--- src/rtl/core/dcfr_pkg.sv ---
// shared types and constants of the delimited command frame receiver
package dcfr_pkg;

	// frame geometry
	localparam int PAYLOAD_BYTES = 14;
	localparam int LENGTH_OFFSET = 1;
	localparam int ERROR_OFFSET  = 3;
	localparam int STORE_DEPTH   = 16;
	localparam int STORE_AW      = $clog2(STORE_DEPTH);
	localparam int TIME_BYTES    = 7;
	localparam int TIME_W        = 8 * TIME_BYTES;

	// destination byte that marks a time set frame
	localparam logic [7:0] TIME_MARK = 8'h54;

	// byte masks for the big-endian length
	localparam logic [15:0] LEN_HI_MASK = 16'hff00;
	localparam logic [15:0] LEN_LO_MASK = 16'h00ff;

	// result kinds
	localparam logic [1:0] KIND_CMD   = 2'd0;
	localparam logic [1:0] KIND_TIME  = 2'd1;
	localparam logic [1:0] KIND_OTHER = 2'd2;

	// configuration register indexes
	localparam int CFG_IW = 3;
	localparam int CFG_DW = 16;
	localparam logic [CFG_IW-1:0] REG_START_ONE = 3'd0;
	localparam logic [CFG_IW-1:0] REG_START_TWO = 3'd1;
	localparam logic [CFG_IW-1:0] REG_END_ONE   = 3'd2;
	localparam logic [CFG_IW-1:0] REG_END_TWO   = 3'd3;
	localparam logic [CFG_IW-1:0] REG_BOARD_ID  = 3'd4;
	localparam logic [CFG_IW-1:0] REG_LEN_MIN   = 3'd5;
	localparam logic [CFG_IW-1:0] REG_LEN_MAX   = 3'd6;
	localparam logic [CFG_IW-1:0] REG_STOP_MASK = 3'd7;

	// queue sizes
	localparam int CMD_Q_DEPTH = 2;
	localparam int CMD_Q_AW    = $clog2(CMD_Q_DEPTH);
	localparam int CMD_Q_CW    = $clog2(CMD_Q_DEPTH + 1);
	localparam int RES_Q_DEPTH = 2;
	localparam int RES_Q_AW    = $clog2(RES_Q_DEPTH);
	localparam int RES_Q_CW    = $clog2(RES_Q_DEPTH + 1);

	typedef struct packed {
		logic [7:0]  start_one;
		logic [7:0]  start_two;
		logic [7:0]  end_one;
		logic [7:0]  end_two;
		logic [7:0]  board_id;
		logic [15:0] len_min;
		logic [15:0] len_max;
		logic [7:0]  stop_mask;
	} cfg_t;

	// snapshot of one completed frame, as the back end needs it
	typedef struct packed {
		logic [7:0]        dest;
		logic [15:0]       len;
		logic [7:0]        err;
		logic [TIME_W-1:0] tfields;
	} frame_rec_t;

	typedef struct packed {
		logic [1:0]        kind;
		logic              accepted;
		logic [15:0]       length;
		logic              stop;
		logic              ok;
		logic [TIME_W-1:0] tfields;
	} result_t;

endpackage

--- src/rtl/core/dcfr_front.sv ---
// front end: delimiter hunt, payload capture and frame snapshot
module dcfr_front (
	input  logic               clk,
	input  logic               arst_n,
	input  logic               accept,
	input  logic [7:0]         rx_byte,
	input  dcfr_pkg::cfg_t     cfg,
	output logic               rec_valid,
	output dcfr_pkg::frame_rec_t rec
);
	import dcfr_pkg::*;

	typedef enum logic [4:0] {
		PH_START1 = 5'b00001,
		PH_START2 = 5'b00010,
		PH_DATA   = 5'b00100,
		PH_END1   = 5'b01000,
		PH_END2   = 5'b10000
	} phase_t;

	phase_t              phase_q, phase_d;
	logic [STORE_AW-1:0] count_q, count_d;
	logic [7:0]          store_q [STORE_DEPTH];
	logic                store_we;

	// phase update per accepted item
	always_comb begin
		phase_d   = phase_q;
		count_d   = count_q;
		store_we  = 1'b0;
		rec_valid = 1'b0;
		if (accept) begin
			case (phase_q)
				PH_START1: begin
					if (rx_byte == cfg.start_one) phase_d = PH_START2;
				end
				PH_START2: begin
					if (rx_byte == cfg.start_two) begin
						phase_d = PH_DATA;
						count_d = '0;
					end else begin
						phase_d = PH_START1;
					end
				end
				PH_DATA: begin
					store_we = 1'b1;
					count_d  = count_q + 1'b1;
					if (count_q == STORE_AW'(PAYLOAD_BYTES - 1)) phase_d = PH_END1;
				end
				PH_END1: begin
					phase_d = (rx_byte == cfg.end_one) ? PH_END2 : PH_START1;
				end
				PH_END2: begin
					rec_valid = (rx_byte == cfg.end_two);
					phase_d   = PH_START1;
					count_d   = '0;
				end
				default: begin
					phase_d = PH_START1;
				end
			endcase
		end
	end

	always_ff @(posedge clk or negedge arst_n) begin
		if (!arst_n) begin
			phase_q <= PH_START1;
			count_q <= '0;
		end else begin
			phase_q <= phase_d;
			count_q <= count_d;
		end
	end

	// payload store, written at the running count
	always_ff @(posedge clk) begin
		if (store_we) store_q[count_q] <= rx_byte;
	end

	// snapshot of the fields used by the back end
	always_comb begin
		rec.dest = store_q[0];
		rec.len  = ({store_q[LENGTH_OFFSET], 8'h00} & LEN_HI_MASK)
			| ({8'h00, store_q[LENGTH_OFFSET + 1]} & LEN_LO_MASK);
		rec.err  = store_q[ERROR_OFFSET];
		for (int i = 1; i <= TIME_BYTES; i++) begin
			rec.tfields[(TIME_BYTES - i) * 8 +: 8] = store_q[STORE_AW'(i)];
		end
	end

endmodule

--- src/rtl/core/dcfr_cmd_q.sv ---
// short queue of completed frames between front and back end
module dcfr_cmd_q (
	input  logic                 clk,
	input  logic                 arst_n,
	input  logic                 wr_en,
	input  dcfr_pkg::frame_rec_t wr_data,
	output logic                 full,
	input  logic                 rd_en,
	output dcfr_pkg::frame_rec_t rd_data,
	output logic                 empty
);
	import dcfr_pkg::*;

	frame_rec_t          mem_q [CMD_Q_DEPTH];
	logic [CMD_Q_AW-1:0] wr_ptr_q, rd_ptr_q;
	logic [CMD_Q_CW-1:0] cnt_q;
	logic                do_wr, do_rd;

	assign full    = (cnt_q == CMD_Q_CW'(CMD_Q_DEPTH));
	assign empty   = (cnt_q == '0);
	assign do_wr   = wr_en && !full;
	assign do_rd   = rd_en && !empty;
	assign rd_data = mem_q[rd_ptr_q];

	// entry storage
	always_ff @(posedge clk) begin
		if (do_wr) mem_q[wr_ptr_q] <= wr_data;
	end

	// pointers and fill count
	always_ff @(posedge clk or negedge arst_n) begin
		if (!arst_n) begin
			wr_ptr_q <= '0;
			rd_ptr_q <= '0;
			cnt_q    <= '0;
		end else begin
			if (do_wr) begin
				wr_ptr_q <= (wr_ptr_q == CMD_Q_AW'(CMD_Q_DEPTH - 1)) ? '0 : wr_ptr_q + 1'b1;
			end
			if (do_rd) begin
				rd_ptr_q <= (rd_ptr_q == CMD_Q_AW'(CMD_Q_DEPTH - 1)) ? '0 : rd_ptr_q + 1'b1;
			end
			if (do_wr && !do_rd) cnt_q <= cnt_q + 1'b1;
			else if (do_rd && !do_wr) cnt_q <= cnt_q - 1'b1;
		end
	end

endmodule

--- src/rtl/core/dcfr_back.sv ---
// back end: frame classification, length check, flags and result queue
module dcfr_back (
	input  logic                 clk,
	input  logic                 arst_n,
	input  dcfr_pkg::cfg_t       cfg,
	input  logic                 rec_avail,
	input  dcfr_pkg::frame_rec_t rec,
	output logic                 rec_take,
	input  logic                 pop,
	output logic                 empty,
	output dcfr_pkg::result_t    res
);
	import dcfr_pkg::*;

	logic [15:0]         held_len_q;
	logic                stop_q;
	result_t             res_d;
	logic                in_range;

	result_t             mem_q [RES_Q_DEPTH];
	logic [RES_Q_AW-1:0] wr_ptr_q, rd_ptr_q;
	logic [RES_Q_CW-1:0] cnt_q;
	logic                res_full, do_rd;

	assign res_full = (cnt_q == RES_Q_CW'(RES_Q_DEPTH));
	assign empty    = (cnt_q == '0);
	assign rec_take = rec_avail && !res_full;
	assign do_rd    = pop && !empty;
	assign res      = mem_q[rd_ptr_q];

	assign in_range = (rec.len >= cfg.len_min) && (rec.len <= cfg.len_max);

	// result of the frame at the queue head; board id wins over the time mark
	// link ok drops for an out-of-range command; only the result carries it
	always_comb begin
		res_d.kind     = KIND_OTHER;
		res_d.accepted = 1'b0;
		res_d.length   = held_len_q;
		res_d.stop     = stop_q;
		res_d.ok       = 1'b1;
		res_d.tfields  = '0;
		if (rec.dest == cfg.board_id) begin
			res_d.kind     = KIND_CMD;
			res_d.accepted = in_range;
			res_d.ok       = in_range;
			res_d.stop     = |(rec.err & cfg.stop_mask);
			if (in_range) res_d.length = rec.len;
		end else if (rec.dest == TIME_MARK) begin
			res_d.kind    = KIND_TIME;
			res_d.tfields = rec.tfields;
		end
	end

	// held state, updated as each frame is carried out
	always_ff @(posedge clk or negedge arst_n) begin
		if (!arst_n) begin
			held_len_q <= '0;
			stop_q     <= 1'b0;
		end else if (rec_take) begin
			held_len_q <= res_d.length;
			stop_q     <= res_d.stop;
		end
	end

	// result queue storage
	always_ff @(posedge clk) begin
		if (rec_take) mem_q[wr_ptr_q] <= res_d;
	end

	// result queue pointers and fill count
	always_ff @(posedge clk or negedge arst_n) begin
		if (!arst_n) begin
			wr_ptr_q <= '0;
			rd_ptr_q <= '0;
			cnt_q    <= '0;
		end else begin
			if (rec_take) begin
				wr_ptr_q <= (wr_ptr_q == RES_Q_AW'(RES_Q_DEPTH - 1)) ? '0 : wr_ptr_q + 1'b1;
			end
			if (do_rd) begin
				rd_ptr_q <= (rd_ptr_q == RES_Q_AW'(RES_Q_DEPTH - 1)) ? '0 : rd_ptr_q + 1'b1;
			end
			if (rec_take && !do_rd) cnt_q <= cnt_q + 1'b1;
			else if (do_rd && !rec_take) cnt_q <= cnt_q - 1'b1;
		end
	end

endmodule

--- src/rtl/core/delimited_command_frame_receiver_top.sv ---
// top level of the delimited command frame receiver
// Takes one received byte per cycle through a push/full port and hands one result per
// completed frame out through an empty/pop port. The front end follows the start, payload
// and end delimiters one byte a cycle; a frame that closes is snapshotted into a two-entry
// queue, and the back end classifies it, checks the length against the limits and updates
// the held length and stop flag, writing the result into a two-entry result queue; a full
// result queue holds the frame back. A byte is taken every cycle unless the frame queue is
// full. Configuration writes are taken at once and should be made only while no frame is
// in flight.
module delimited_command_frame_receiver_top (
	input  logic                        clk,
	input  logic                        arst_n,
	input  logic                        cfg_wen,
	input  logic [dcfr_pkg::CFG_IW-1:0] cfg_index,
	input  logic [dcfr_pkg::CFG_DW-1:0] cfg_data,
	input  logic                        push,
	output logic                        full,
	input  logic [7:0]                  rx_byte,
	output logic                        empty,
	input  logic                        pop,
	output logic [1:0]                  frame_kind,
	output logic                        length_accepted,
	output logic [15:0]                 material_length,
	output logic                        soft_stop,
	output logic                        link_ok,
	output logic [dcfr_pkg::TIME_W-1:0] time_fields
);
	import dcfr_pkg::*;

	cfg_t       cfg_q;
	logic       accept;
	logic       rec_valid;
	frame_rec_t rec_in, rec_out;
	logic       cmd_full, cmd_empty, rec_take;
	result_t    res;

	// configuration registers
	always_ff @(posedge clk or negedge arst_n) begin
		if (!arst_n) begin
			cfg_q.start_one <= 8'd2;
			cfg_q.start_two <= 8'd13;
			cfg_q.end_one   <= 8'd11;
			cfg_q.end_two   <= 8'd10;
			cfg_q.board_id  <= 8'd0;
			cfg_q.len_min   <= 16'd0;
			cfg_q.len_max   <= 16'hffff;
			cfg_q.stop_mask <= 8'd1;
		end else if (cfg_wen) begin
			case (cfg_index)
				REG_START_ONE: cfg_q.start_one <= cfg_data[7:0];
				REG_START_TWO: cfg_q.start_two <= cfg_data[7:0];
				REG_END_ONE:   cfg_q.end_one   <= cfg_data[7:0];
				REG_END_TWO:   cfg_q.end_two   <= cfg_data[7:0];
				REG_BOARD_ID:  cfg_q.board_id  <= cfg_data[7:0];
				REG_LEN_MIN:   cfg_q.len_min   <= cfg_data;
				REG_LEN_MAX:   cfg_q.len_max   <= cfg_data;
				REG_STOP_MASK: cfg_q.stop_mask <= cfg_data[7:0];
				default: ;
			endcase
		end
	end

	assign full   = cmd_full;
	assign accept = push && !cmd_full;

	dcfr_front u_front (
		.clk       (clk),
		.arst_n    (arst_n),
		.accept    (accept),
		.rx_byte   (rx_byte),
		.cfg       (cfg_q),
		.rec_valid (rec_valid),
		.rec       (rec_in)
	);

	dcfr_cmd_q u_cmd_q (
		.clk     (clk),
		.arst_n  (arst_n),
		.wr_en   (rec_valid),
		.wr_data (rec_in),
		.full    (cmd_full),
		.rd_en   (rec_take),
		.rd_data (rec_out),
		.empty   (cmd_empty)
	);

	dcfr_back u_back (
		.clk       (clk),
		.arst_n    (arst_n),
		.cfg       (cfg_q),
		.rec_avail (!cmd_empty),
		.rec       (rec_out),
		.rec_take  (rec_take),
		.pop       (pop),
		.empty     (empty),
		.res       (res)
	);

	// result fields
	assign frame_kind      = res.kind;
	assign length_accepted = res.accepted;
	assign material_length = res.length;
	assign soft_stop       = res.stop;
	assign link_ok         = res.ok;
	assign time_fields     = res.tfields;

	// a completed frame never meets a full frame queue
	a_no_frame_loss: assert property (@(posedge clk) disable iff (!arst_n)
		rec_valid |-> !cmd_full)
		else $error("frame completed while frame queue full");

	// only board commands can accept a length
	a_accept_kind: assert property (@(posedge clk) disable iff (!arst_n)
		(!empty && length_accepted) |-> (frame_kind == KIND_CMD))
		else $error("length accepted on a non-command frame");

	// an accepted length leaves the link ok
	a_accept_link: assert property (@(posedge clk) disable iff (!arst_n)
		(!empty && length_accepted) |-> link_ok)
		else $error("accepted length without link ok");

	// time bytes appear on time set frames only
	a_time_kind: assert property (@(posedge clk) disable iff (!arst_n)
		(!empty && frame_kind != KIND_TIME) |-> (time_fields == '0))
		else $error("time fields on a non-time frame");

endmodule
--- config.mk ---
export PLATFORM = sky130hd
export DESIGN_NAME = delimited_command_frame_receiver_top
export DESIGN_NICKNAME = d
export VERILOG_FILES = /design/src/rtl/core/dcfr_pkg.sv /design/src/rtl/core/dcfr_front.sv /design/src/rtl/core/dcfr_cmd_q.sv /design/src/rtl/core/dcfr_back.sv /design/src/rtl/core/delimited_command_frame_receiver_top.sv
export SDC_FILE = /design/constraint.sdc
export NUM_CORES = 1
export LEC_CHECK = 0
export BUFFER_PORTS_ARGS = -buffer_cell sky130_fd_sc_hd__clkbuf_2
export CORE_MARGIN = 1
export CORE_UTILIZATION = 58
export CTS_CLUSTER_DIAMETER = 120
export DETAILED_ROUTE_END_ITERATION = 10
export PLACE_DENSITY = 0.77
export SKIP_LAST_GASP = 1
export SYNTH_ARGS = -nofsm -noshare
export SYNTH_HDL_FRONTEND = slang
export SYNTH_SLANG_ARGS = --single-unit
--- constraint.sdc ---
create_clock -name clk -period 14.6 [get_ports clk]
set_input_delay 1.46 -clock clk [delete_from_list [all_inputs] [get_ports clk]]
set_output_delay 1.46 -clock clk [all_outputs]
set_load 0.01 [all_outputs]
* Word-level counts from Yosys, hierarchy flattened
Memories as Yosys holds them, arrays and structs flattened.
Index checks and enable logic that the tools add are counted.
** Word-level totals
- Flip-flop bits (word level) :: 114
- Memory bits (writable) :: 458
- Input bits :: 32
- Output and inout port bits :: 79
- Logic and storage cells :: 124
- Memories kept :: 3
** Memories
- u_cmd_q.mem_q :: words 2, width 88, read ports 1, clocked after memory_dff 0, wr ports 1, line dcfr_cmd_q.sv:14 : frame_rec_t mem_q [CMD_Q_DEPTH];
- u_back.mem_q :: words 2, width 77, read ports 1, clocked after memory_dff 0, wr ports 1, line dcfr_back.sv:20 : result_t mem_q [RES_Q_DEPTH];
- u_front.store_q :: words 16, width 8, read ports 8, clocked after memory_dff 0, wr ports 1, line dcfr_front.sv:23 : logic [7:0] store_q [STORE_DEPTH];
** Operators by class
- Add/subtract/negate cells :: 9
- Magnitude comparators :: 2
- Equality and inequality tests :: 24
- Multiplexer cells :: 31
- Bitwise operators :: 2
- Reduce and logical (&&, ||, !) cells :: 35
** Operator list (count)
- $mux 56 :: 2
- $eq 8x8->1 :: 5
- $pmux 5 s4 :: 1
- $mux 19 :: 1
- $ge 16x16->1 :: 1
- $le 16x16->1 :: 1
- $mux 16 :: 1
- $or 16x8->16 :: 1
- $reduce_and 2->1 :: 8
- $mux 5 :: 3
- $mux 1 :: 14
- $eq 3x3->1 const B :: 4
- $mux 2 :: 6
- $pmux 4 s3 :: 1
- $logic_and 1x1->1 :: 10
- $and 8x8->8 :: 1
- $eq 8x7->1 const B :: 1
- $logic_not 1->1 :: 8
- $reduce_or 8->1 :: 1
- $eq 3x2->1 const B :: 2
- $ne 2x1->1 const B :: 3
- $reduce_and 3->1 :: 2
- $eq 5x1->1 const B :: 1
- $eq 5x2->1 const B :: 1
- other kinds (16) :: 24

* Longest topological paths before layout
Gate-level depths: netlist of the first run.
- Word-level depth :: 9
- Gate-level depth with buffers :: 14

* Modules after synthesis
From an unflattened synthesis of the first run, not the netlist that was laid out.
** Second synthesis, totals
- Cells, all modules :: 1187
- Area, all modules :: 20754.9 sq um
** By module, submodules not included
- dcfr_back :: times used 1, cells an instance 511, area each 7958.9 sq um, seq. area each 5149.9 sq um
- dcfr_cmd_q :: times used 1, cells an instance 293, area each 6578.8 sq um, seq. area each 5385.2 sq um
- delimited_command_frame_receiver_top :: times used 1, cells an instance 179, area each 3124.2 sq um, seq. area each 2034.5 sq um
- dcfr_front :: times used 1, cells an instance 204, area each 3093.0 sq um, seq. area each 2148.3 sq um

* Worst setup path before layout of the first run
No wires, ideal clock.
- Path type :: input port to flip-flop
- Start point :: input port rx_byte[4]
- End point :: memory u_cmd_q.mem_q[0][0] (netlist bit) (enable)
- Setup time :: 0.494 ns
- Arrival :: 5.421 ns
- Path slack :: 8.685 ns
- Cell stages on the path :: 4
- Path buffers :: 0
- Path through :: xor2_1 or4_1 nor4_2 nor2b_1
** On the way
- Longest elaborated chain between the ends :: 6
** Ends and longest elaborated chain
- from (decl) :: line delimited_command_frame_receiver_top.sv:18 : input logic [7:0] rx_byte,
- $eq 8x8->1 :: line dcfr_front.sv:54 : rec_valid = (rx_byte == cfg.end_two);
- $mux 1 :: line dcfr_front.sv:33 : case (phase_q)
- $mux 1 :: line dcfr_front.sv:32 : if (accept) begin
- $logic_and 1x1->1 :: line dcfr_cmd_q.sv:21 : assign do_wr = wr_en && !full;
- via u_cmd_q.do_wr :: line dcfr_cmd_q.sv:17 : logic do_wr, do_rd;
- $mux 1 :: line dcfr_cmd_q.sv:27 : if (do_wr) mem_q[wr_ptr_q] <= wr_data;
- $mux 1 (not written as such) :: line dcfr_cmd_q.sv:27
- to (decl) :: line dcfr_cmd_q.sv:14
The timed path passes the listed nets, and every way through them passes these cells.

==> results of run 1 <==
[Yosys cell counts, drive strengths merged, types with 3 or more instances]
cell,instances
edfxtp,346
mux2,209
dfrtp,87
nor2,52
mux2i,51
inv,50
ha,38
dfstp,27
xnor2,27
xor2,23
clkbuf,22
a21oi,17
and3,16
and2,12
nand2,11
nor4,11
buf,9
nand4,9
o22ai,7
nand3,6
nor3,6
o21ai,6
a21o,5
nor3b,4
nand2b,3
nand3b,3
nand4b,3
or2,3
[final cells by class]
type	instances	area [µm²]
tap	402	503
multi-input combinational	541	4960
clock inverter	25	320
clock buffer	61	1260
fill	2086	10300
inverter	50	188
timing repair buffer	118	613
sequential	460	13300
[cells in the final DEF, fill, tap and decap left out, types with 16 or more instances in the layout]
master and count:
a21oi_1 17, and3_1 16, clkbuf_16 46, clkbuf_2 109, dfrtp_1 85, dfstp_2 27
edfxtp_1 346, ha_1 38, inv_1 50, mux2_2 190, mux2i_1 51, nor2_1 51
xnor2_1 27, xor2_1 23
[how the worst max path moves through the flow]
stage / startpoint / to / slack [ns] / cells past startpoint
after global routing: u_cmd_q.rd_ptr_q / u_back.mem_q[0][72] / 9.71 / 10
after detailed placement: u_cmd_q.rd_ptr_q / u_back.mem_q[0][59] / 9.99 / 10
after CTS: u_cmd_q.rd_ptr_q / u_back.mem_q[1][59] / 9.93 / 10
final: u_cmd_q.rd_ptr_q / u_back.mem_q[1][59] / 9.91 / 10
after floorplan: rx_byte[4] / u_cmd_q.mem_q[0][0] / 8.68 / 4
after global placement: u_cmd_q.rd_ptr_q / u_back.mem_q[0][59] / 10.01 / 10
[flip-flops by register name, indices dropped and copies added (netlist names)]
| signal | count |
|---|---|
| u_back.held_len_q | 16 |
| u_back.wr_ptr_q | 1 |
| u_front.store_q | 64 |
| u_cmd_q.mem_q | 128 |
| u_cmd_q.wr_ptr_q | 1 |
| u_front.phase_q | 5 |
| u_back.rd_ptr_q | 1 |
| u_back.cnt_q | 2 |
| u_back.mem_q | 154 |
| cfg_q | 80 |
| u_back.stop_q | 1 |
| u_cmd_q.cnt_q | 2 |
| u_cmd_q.rd_ptr_q | 1 |
| u_front.count_q | 4 |
[per-layer routing]
layer	global-route usage, %	vias to the layer above	wire [µm]
met2	37.1	278	17500
li1	-	4338	-
met5	0	-	0
met4	7.15	0	910
met3	3.89	70	1960
met1	32.3	4819	16500
[logic make-up (layout without fill, tap and decap cells)]
logic type	count (synthesis)	after routing	share of synthesized area, %
adder cells (fa/ha/maj)	38	38	2.56
buffers and inverters	81	254	1.84
AO/OA/AOI/OAI	48	48	1.78
flip-flops	460	460	71.6
multiplexers	260	260	15.6
AND/OR/NAND/NOR	145	145	4.24
XOR/XNOR	50	50	2.36
[report_power, final]
group	leakage (nW)	internal (mW)	switching [mW]	total (mW)
Sequential	4.65	1.70	0.149	1.85
Clock	0.771	0.720	0.489	1.21
Combinational	2.85	0.409	0.503	0.912
[per-stage QoR]
| step | instance area (µm²) | power [mW] | util, % | instances |
|---|---|---|---|---|
| global route | 21100 | 4.15 | 67.1 | 1657 |
| detailed placement | 19600 | 2.80 | 62.1 | 1571 |
| global placement | 19600 | 2.77 | 62.1 | 1571 |
| finish | 21100 | 3.97 | 67.1 | 1657 |
| floorplan | 18500 | 2.48 | - | 1082 |
| CTS | 21100 | 4.01 | 67.1 | 1657 |
==> qor.txt, run 1 <==
Leak pwr: 8.27 nW
Via count: 9,505
PnR worst setup slack: 9.91 ns
Post-synthesis net count: 1,152
Dpl ws: 9.99 ns
CTS Root Cell: clkbuf_16
Netlist area before placement: 18,500 µm²
Required time of the critical path: 14.89 ns
Biggest area contributors in the synthesized netlist: edfxtp_1, dfrtp_1, mux2_2
Gate count of the mapped netlist: 1,082
Transition time of the tightest slew-check pin: 1.23 ns
Hold Fails Final Rpt: 0
Final Slew Violations: 0
Overflow left after global routing: 0
Minimum clock period after layout: 4.69 ns
Deepest level of the CTS H-tree: 2
Fin nets: 1,287
Clock-pin slew reported for the worst setup and hold paths after clock tree synthesis: 0.06 ns
Routability Congestion: 0.902
Setup-failing EPs final: 0
Relative area change from synthesis to final layout: 13.9%
WS Path Type: reg -> reg
CP arrival: 4.98 ns
First-pass iteration count of the detailed router: 5
Synth async-reset ratio: 24.8%
Worst reg-to-reg setup slack: 9.91 ns
Post-route clock period utilization: 32.1%
Worst Hold Endpoint: u_cmd_q.mem_q[1][77]
Smallest hold slack: 0.444 ns
I/O pin count: 111
Mean cell area of the mapped netlist: 17.1 µm²
Number of enable-type register cells in the synthesized netlist: 346
Clock tree buffer depth: 3
WP buf/inv: 2
Synth Flop Type: edfxtp_1
TritonCTS clock tree: built
Ant diodes: 0
Sequential share of the synthesized area: 71.6%
Source of the worst hold timing path: u_front.store_q[1][5]
Total CTS buffers: 46
Class of the tightest hold or removal check: reg -> reg
Clock tree skew after final layout: 0.0176 ns
End of the worst register-to-register path: u_back.mem_q[1][59]
Hold-fix buffer count after cts: 0
Vert. Die Dim: 181 µm
Post CTS Setup Buffer Count: 0
Delay of the slowest cell on the worst path: 0.78 ns
Type of destination of the critical path: flop
Distinct cell type count after synthesis: 52
Synthesized flop and latch total: 460
Cell family contributing the most delay on the critical path: compound AO/OA/AOI/OAI gates
# resized after CTS: 0
Maximum VDD drop: 123 µV
Number of cells traversed by the worst register-to-register path: 10
DRC violation total after the first TritonRoute iteration: 682
Core region area: 31,500 µm²
Overall routing resource usage: 23.0%
Average vias per placed instance: 5.74
Chip Width: 181 µm
Wirelength per Cell: 22.3 µm
Post-detailed-routing wire length: 36.9 mm
Maximum frequency from static timing analysis: 213 MHz
Post-detailed-route DRC marker count: 0
Row count: 65
Count of warnings emitted by yosys: 0
Post-DRT Antenna Nets: 0
Worst hold stages: 0
Slew margin rel.: 17.6%
Nature of the critical path startpoint: flop
Share of post-route cells with drive strength above 1: 34.2%
Crit-path slowest cell: dfrtp_4
Total of max-cap violations: 0
Maximum fanout along the worst path: 40
Starting density of the core: 58.9%
DIE AREA: 32,700 µm²
Clock sinks: 460
Critical R2R Launch: u_cmd_q.rd_ptr_q
Initial antenna violation count: 2
Via count of the first global-routing pass: 9,773
Cell breakdown of the critical path: buf_4 -> mux2_2 -> ha_1 -> nand2_1 -> or3_1 -> o221ai_1 -> a221oi_1 -> a211oi_4 -> buf_4 -> mux2_2
Area share of the leading cell type in the synthesized netlist: 56.0%
Global-route wire length before repair: 56.4 mm
Cell taking the most area after synthesis: edfxtp_1
P per Cell Area: 188 nW/µm²
Pin count of the biggest net entering global routing: 79
Status: finished clean
Buffers on Ports: 110
Clock Latency Late Sink: 0.56 ns
RSZ-0062 raised after global routing: false
TNS Setup: 0 ns
Post-detail-place hpwl: 23.2 mm
No activity file was read; power rests on OpenSTA's default activity.
==> inputs of run 2 (changes only) <==
--- a/config.mk
+++ b/config.mk
@@ -5,12 +5,13 @@
 export SDC_FILE = /design/constraint.sdc
 export NUM_CORES = 1
 export LEC_CHECK = 0
+export ABC_AREA = 1
 export BUFFER_PORTS_ARGS = -buffer_cell sky130_fd_sc_hd__clkbuf_2
 export CORE_MARGIN = 1
-export CORE_UTILIZATION = 58
+export CORE_UTILIZATION = 55
 export CTS_CLUSTER_DIAMETER = 120
 export DETAILED_ROUTE_END_ITERATION = 10
-export PLACE_DENSITY = 0.77
+export PLACE_DENSITY = 0.76
 export SKIP_LAST_GASP = 1
 export SYNTH_ARGS = -nofsm -noshare
 export SYNTH_HDL_FRONTEND = slang
==> constraint.sdc (replaced) <==
create_clock -name clk -period 4.2 [get_ports clk]
set_input_delay 0.42 -clock clk [delete_from_list [all_inputs] [get_ports clk]]
set_output_delay 0.42 -clock clk [all_outputs]
set_load 0.01 [all_outputs]
==> run 2 against run 1 <==
Effect of this change: global-route usage shrank 0.21 points; worst setup slack lost 9.2 ns; die area grew 7.2%; register-to-register slack lost 9.2 ns; critical endpoint is now u_back.mem_q[0][62].
==> qor.txt, run 2 <==
Dpl ws: 0.829 ns
Number of flip-flops in the largest register: 154
Leak pwr: 9.30 nW
Overall routing resource usage: 22.8%
Biggest area contributors in the synthesized netlist: edfxtp_1, dfrtp_1, nand2_1
I/O pin count: 111
Maximum frequency from static timing analysis: 289 MHz
Routability Congestion: 0.864
Total CTS buffers: 45
Wirelength per Cell: 17.6 µm
Synth Flop Type: edfxtp_1
Average vias per placed instance: 5.32
Share of post-route cells with drive strength above 1: 15.0%
Clock tree skew after final layout: 0.0359 ns
Clock sinks: 460
Sequential share of power: 44.0%
Clock power frac: 28.6%
Power Internal: 9.31 mW
First-pass iteration count of the detailed router: 5
Post-detail-place hpwl: 24.7 mm
Synth async-reset ratio: 24.8%
Critical R2R Launch: u_cmd_q.rd_ptr_q
Via count of the first global-routing pass: 11,700
# resized after CTS: 0
Netlist area before placement: 18,900 µm²
Most common cell after layout, fill and taps aside: nand2_1
Overflow left after global routing: 0
WP buf/inv: 3
Clock Latency Late Sink: 0.57 ns
Starting density of the core: 56.1%
Non-Filler Cell Area, Final: 21,500 µm²
Count leader, synth: nand2_1
WS Path Type: reg -> reg
Gate count of the mapped netlist: 1,611
Worst Hold Endpoint: cfg_q[23]
Post-synthesis net count: 1,681
Maximum VDD drop: 569 µV
Worst hold stages: 3
Post-detailed-routing wire length: 39.2 mm
Post-DRT Antenna Nets: 0
Worst reg-to-reg setup slack: 0.74 ns
Relative area change from synthesis to final layout: 13.9%
Switching component of the power: 4.53 mW
Ant diodes: 0
Hold-fix buffer count after cts: 1
Pin count of the biggest net entering global routing: 78
Initial antenna violation count: 0
CP Depth: 11
Fin nets: 1,816
End of the worst register-to-register path: u_back.mem_q[0][62]
Source of the worst hold timing path: cfg_data[15]
Row count: 67
Clock tree buffer depth: 3
Setup-failing EPs final: 0
Deepest level of the CTS H-tree: 2
Via count: 11,900
TNS Setup: 0 ns
Class of the tightest hold or removal check: in -> reg
Registers with the most flip-flops: u_back.mem_q x154, u_cmd_q.mem_q x128, cfg_q x80
CP arrival: 3.78 ns
Synthesized flop and latch total: 460
Area share of the leading cell type in the synthesized netlist: 55.1%
TritonCTS clock tree: built
Clock-pin slew reported for the worst setup and hold paths after clock tree synthesis: 0.06 ns
Mean cell area of the mapped netlist: 11.7 µm²
Commonest cells after routing, fill and taps aside: nand2_1, edfxtp_1, inv_1
Number of enable-type register cells in the synthesized netlist: 346
RSZ-0062 raised after global routing: false
Post-route clock period utilization: 82.5%
Global-route wire length before repair: 62.5 mm
Minimum clock period after layout: 3.46 ns
Delay of the slowest cell on the worst path: 0.72 ns
Number of cells traversed by the worst register-to-register path: 11
Cell breakdown of the critical path: buf_4 -> o21ai_0 -> inv_1 -> ha_1 -> nand2_1 -> nor3_1 -> nand3_1 -> nand2_1 -> buf_4 -> nand4_1 -> and2_1
Logic pwr share: 27.5%
Distinct cell type count after synthesis: 37
Nature of the critical path startpoint: flop
Type of destination of the critical path: flop
Transition time of the tightest slew-check pin: 1.15 ns
CTS Root Cell: clkbuf_16
Core region area: 33,600 µm²
P per Cell Area: 644 nW/µm²
Status: finished clean
Commonest cells post-synth: nand2_1, edfxtp_1, inv_1
Total of max-cap violations: 0
Post-detailed-placement cell area: 20,000 µm²
Vert. Die Dim: 187 µm
Sequential share of the synthesized area: 70.4%
Post-detailed-route DRC marker count: 0
Hold Fails Final Rpt: 0
Maximum fanout along the worst path: 25
Buffers on Ports: 110
DRC violation total after the first TritonRoute iteration: 885
Final Slew Violations: 0
Required time of the critical path: 4.52 ns
Count of warnings emitted by yosys: 0
PnR worst setup slack: 0.737 ns
Cell family contributing the most delay on the critical path: simple AND/OR/NAND/NOR gates
Slew margin rel.: 23.0%
Post CTS Setup Buffer Count: 0
Cell taking the most area after synthesis: edfxtp_1
Largest Register: u_back.mem_q
Start point of the critical path: u_cmd_q.rd_ptr_q
Net switching fraction of the power: 32.7%
Chip Width: 187 µm
Crit-path slowest cell: o21ai_0
DIE AREA: 35,000 µm²
## run 2: cell types whose count changed after synthesis, moves of 10 or more
cell / previous run / this run
nand2_1: 10 / 489
mux2_2: 190 / 0
o21ai_0: 6 / 105
inv_1: 50 / 133
nor2_1: 52 / 106
nand3_1: 6 / 35
mux2i_1: 51 / 33
and3_1: 16 / 1
nand4_1: 9 / 24
xnor2_1: 27 / 12
clkbuf_1: 22 / 34
or2_2: 3 / 15
mux2_1: 10 / 0
## run 2: worst max path at each step
stage	endpoint	slack [ns]
after floorplan	u_cmd_q.mem_q[0][0]	-0.12
after CTS	u_back.mem_q[0][62]	0.78
final	u_back.mem_q[0][62]	0.74
after global placement	u_back.mem_q[0][67]	0.93
after detailed placement	u_back.mem_q[0][60]	0.83
after global routing	u_back.mem_q[0][67]	0.55
## run 2: layer usage
metal | up-vias | GRT usage [%] | wire length, µm | share of wire [%]
met5 | - | 0 | 0 | 0
met4 | 0 | 7.22 | 831 | 2.1
met3 | 67 | 3.21 | 2420 | 6.2
met2 | 408 | 37.7 | 19000 | 49
met1 | 5716 | 31.5 | 16900 | 43
li1 | 5666 | - | - | -
## run 2: area by class of cell
type | instances | area [µm²]
clock inverters | 19 | 224
multi-input cells | 960 | 4830
flip-flops and latches | 460 | 13300
repair buffers | 143 | 841
fillers | 2469 | 12100
well taps | 448 | 561
inverters | 136 | 510
clock buffers | 64 | 1240
## run 2: worst reg2reg max path: stages, from the launching register on
cell	delay, ns
dfrtp_2	0.40
buf_4	0.23
o21ai_0	0.72
inv_1	0.20
ha_1	0.34
nand2_1	0.09
nor3_1	0.25
nand3_1	0.10
nand2_1	0.26
buf_4	0.26
nand4_1	0.14
and2_1	0.23
## run 2: kinds of logic (layout without fill, tap and decap cells)
kind of cell,Yosys count,after routing,synth area share (%)
buffers and inverters,191,362,4.19
AO/OA/AOI/OAI,138,138,3.80
multiplexers,33,33,1.75
flip-flops,460,460,70.4
AND/OR/NAND/NOR,712,712,15.5
XOR/XNOR,39,39,1.81
adder cells (fa/ha/maj),38,38,2.52
## run 2: metrics by stage
stage	power, mW	utilization, %	instances	hold slack (ns)
6_report	13.8	63.9	2230	0.0978
5_1_grt	14.6	63.9	2230	0.116
4_1_cts	13.9	63.9	2230	0.0791
3_5_place_dp	9.95	59.5	2146	0.430
3_3_place_gp	9.81	59.5	2146	0.423
2_1_floorplan	8.59	-	1611	0.124
## run 2: power by group through the flow
| stage | clock network (mW) | logic, mW | registers (mW) |
|---|---|---|---|
| after floorplan | 0 | 2.46 | 6.13 |
| after detailed placement | 0 | 3.79 | 6.16 |
| after global routing | 4.18 | 4.22 | 6.15 |
| after global placement | 0 | 3.68 | 6.13 |
| after CTS | 4.00 | 3.81 | 6.08 |
| final | 3.95 | 3.80 | 6.08 |
==> inputs of run 3 (changes only) <==
--- a/config.mk
+++ b/config.mk
@@ -8,7 +8,7 @@
 export ABC_AREA = 1
 export BUFFER_PORTS_ARGS = -buffer_cell sky130_fd_sc_hd__clkbuf_2
 export CORE_MARGIN = 1
-export CORE_UTILIZATION = 55
+export CORE_UTILIZATION = 58
 export CTS_CLUSTER_DIAMETER = 120
 export DETAILED_ROUTE_END_ITERATION = 10
 export PLACE_DENSITY = 0.76
==> constraint.sdc (replaced) <==
create_clock -name clk -period 3.6 [get_ports clk]
set_input_delay 0.36 -clock clk [delete_from_list [all_inputs] [get_ports clk]]
set_output_delay 0.36 -clock clk [all_outputs]
set_load 0.01 [all_outputs]
==> run 3 against run 2 <==
Effect of this change: via count fell by 0.14%; critical path depth is 4 higher; final area rose by 0.43%; die area shrank 5.1%; worst setup slack worse by 0.47 ns; count of clock-buffer cells in the layout increased by 1; combinational power rose by 17%; non-clock buffer count grew 8; worst hold slack lost 0.057 ns; cell count down 0.18%; core utilization up 3.9 points; power is 17% higher; critical endpoint is now u_back.mem_q[0][68]; largest power group unchanged.
==> qor.txt, run 3 (synthesized netlist as in run 2, its figures left out) <==
Status: finished clean
Final Slew Violations: 0
Core region area: 31,800 µm²
Relative area change from synthesis to final layout: 14.4%
Overall routing resource usage: 24.9%
Vert. Die Dim: 182 µm
Length of routed wiring on met1: 17.5 mm
Chip Width: 182 µm
Total CTS buffers: 45
P per Cell Area: 750 nW/µm²
Overflow left after global routing: 0
Transition time of the tightest slew-check pin: 0.969 ns
Number of cells traversed by the worst register-to-register path: 15
Starting density of the core: 59.3%
I/O pin count: 111
WP buf/inv: 2
DRC violation total after the first TritonRoute iteration: 1,036
Required time of the critical path: 3.90 ns
Fin nets: 1,824
Cell breakdown of the critical path: inv_2 -> or2_2 -> o21ai_0 -> inv_1 -> ha_1 -> nand2_1 -> nor2_1 -> nand2_1 -> nand2_1 -> nand2_1 -> nand2_1 -> nand2_1 -> nand3_4 -> nand2_1 -> and2_1
Clock tree skew after final layout: 0.0179 ns
Type of destination of the critical path: flop
Clock tree buffer depth: 3
Clock Latency Late Sink: 0.56 ns
Filler-free cell count of the finished design: 2,226
Cell family contributing the most delay on the critical path: simple AND/OR/NAND/NOR gates
Clock-pin slew reported for the worst setup and hold paths after clock tree synthesis: 0.06 ns
TritonCTS clock tree: built
CP arrival: 3.64 ns
Worst hold stages: 3
Largest Register: u_back.mem_q
Registers with the most flip-flops: u_back.mem_q x154, u_cmd_q.mem_q x128, cfg_q x80
CTS Root Cell: clkbuf_16
End of the worst register-to-register path: u_back.mem_q[0][68]
Post CTS Setup Buffer Count: 0
First-pass iteration count of the detailed router: 5
Hold Fails Final Rpt: 0
Crit-path slowest cell: dfrtp_2
Via count: 11,800
Maximum fanout along the worst path: 22
Slew margin rel.: 35.3%
Sequential share of power: 44.0%
Minimum clock period after layout: 3.34 ns
Worst reg-to-reg setup slack: 0.26 ns
Number of placed instances with taps included: 2,141
Ant diodes: 0
DIE AREA: 33,200 µm²
WS Path Type: reg -> reg
Total of max-cap violations: 0
RSZ-0062 raised after global routing: false
Post-detailed-routing wire length: 40.0 mm
Pin count of the biggest net entering global routing: 78
Logic pwr share: 27.5%
Source of the worst hold timing path: cfg_data[9]
Class of the tightest hold or removal check: in -> reg
Worst Hold Endpoint: cfg_q[17]
Maximum VDD drop: 471 µV
Average vias per placed instance: 5.32
Total met3 wirelength after detailed routing: 2.17 mm
Post-DRT Antenna Nets: 0
Row count: 65
Post-route clock period utilization: 92.6%
Number of flip-flops in the largest register: 154
Nature of the critical path startpoint: flop
Routability Congestion: 0.877
Initial antenna violation count: 0
Deepest level of the CTS H-tree: 2
Post-detail-place hpwl: 24.8 mm
Critical R2R Launch: u_cmd_q.rd_ptr_q
Clock sinks: 460
Switching component of the power: 5.30 mW
Delay of the slowest cell on the worst path: 0.47 ns
Setup-failing EPs final: 0
Clock power frac: 28.6%
TNS Setup: 0 ns
Most common cell after layout, fill and taps aside: nand2_1
Uppermost layer routed: met4
Net switching fraction of the power: 32.8%
Filler Cell Count: 2,265
Power Internal: 10.9 mW
Global-route wire length before repair: 62.9 mm
Maximum frequency from static timing analysis: 300 MHz
Leak pwr: 9.37 nW
Wirelength per Cell: 18.0 µm
Post-detailed-route DRC marker count: 0
Most common cell on crit path: nand2_1
Share of post-route cells with drive strength above 1: 15.7%
Buffers on Ports: 110
Via count of the first global-routing pass: 11,900
Commonest cells after routing, fill and taps aside: nand2_1, edfxtp_1, inv_1
Met2 wirelength from detailed routing: 19.2 mm
==> run 3: cell count changes in the layout (fill, tap and decap cells not counted), sizes merged <==
cell      previous run  this run
clkinv              11        15
clkbuf             173       174
clkinvlp             2         0
buf                 33        41
inv                138       137
bufinv               4         3
==> run 3: power groups by stage <==
stage	Clock, mW	Combinational, mW	Sequential [mW]
floorplan	0	2.87	7.15
global placement	0	4.34	7.17
detailed placement	0	4.45	7.21
CTS	4.68	4.48	7.12
global route	4.89	4.97	7.19
finish	4.62	4.45	7.12
==> run 3: layout make-up <==
cell class	instances	area, µm²	area share (%)
clock buffers	65	1280	5.92
clock inverters	19	196	0.911
inverters	136	510	2.37
multi-input cells	960	4830	22.4
flip-flops and latches	460	13300	61.6
well taps	435	544	2.52
repair buffers	151	938	4.35
==> run 3: layer usage <==
layer,GRT usage (%),up-vias
li1,-,5660
met1,34.0,5732
met2,41.6,370
met3,3.29,78
met4,8.40,0
met5,0,-
==> run 3: per-stage QoR <==
step	cell area, µm²	setup slack, ns	total power, mW	utilization, %	hold WS [ns]
finish	21600	0.265	16.2	67.8	0.0408
global route	21600	0.0618	17.0	67.8	0.0500
CTS	21600	0.325	16.3	67.8	0.0318
detailed placement	20100	0.416	11.7	63.2	0.354
global placement	20100	0.479	11.5	63.2	0.349
floorplan	18900	-0.665	10.0	-	0.0644
==> run 3: repair_timing <==
action,4_1_cts,5_1_grt
endpoints found under the hold margin,22,0
resized for setup,0,0
hold buffers,1,0
==> run 3: worst max-delay path by stage <==
stage                           startpoint  slack [ns]             endpoint  cells past startpoint
after floorplan                 rx_byte[2]       -0.66  u_cmd_q.mem_q[0][0]                      5
after global placement    u_cmd_q.rd_ptr_q        0.48  u_back.mem_q[0][68]                     15
after detailed placement  u_cmd_q.rd_ptr_q        0.42  u_back.mem_q[0][67]                     15
after CTS                 u_cmd_q.rd_ptr_q        0.33  u_back.mem_q[0][68]                     15
after global routing      u_cmd_q.rd_ptr_q        0.06  u_back.mem_q[1][58]                     15
final                     u_cmd_q.rd_ptr_q        0.26  u_back.mem_q[0][68]                     15
==> run 3: worst register-to-register path, stage by stage, from the launching register on <==
cell and delay, ns:
dfrtp_2 0.47, inv_2 0.21, or2_2 0.34, o21ai_0 0.28
inv_1 0.16, ha_1 0.31, nand2_1 0.06, nor2_1 0.19
nand2_1 0.08, nand2_1 0.09, nand2_1 0.06, nand2_1 0.06
nand2_1 0.21, nand3_4 0.27, nand2_1 0.12, and2_1 0.17
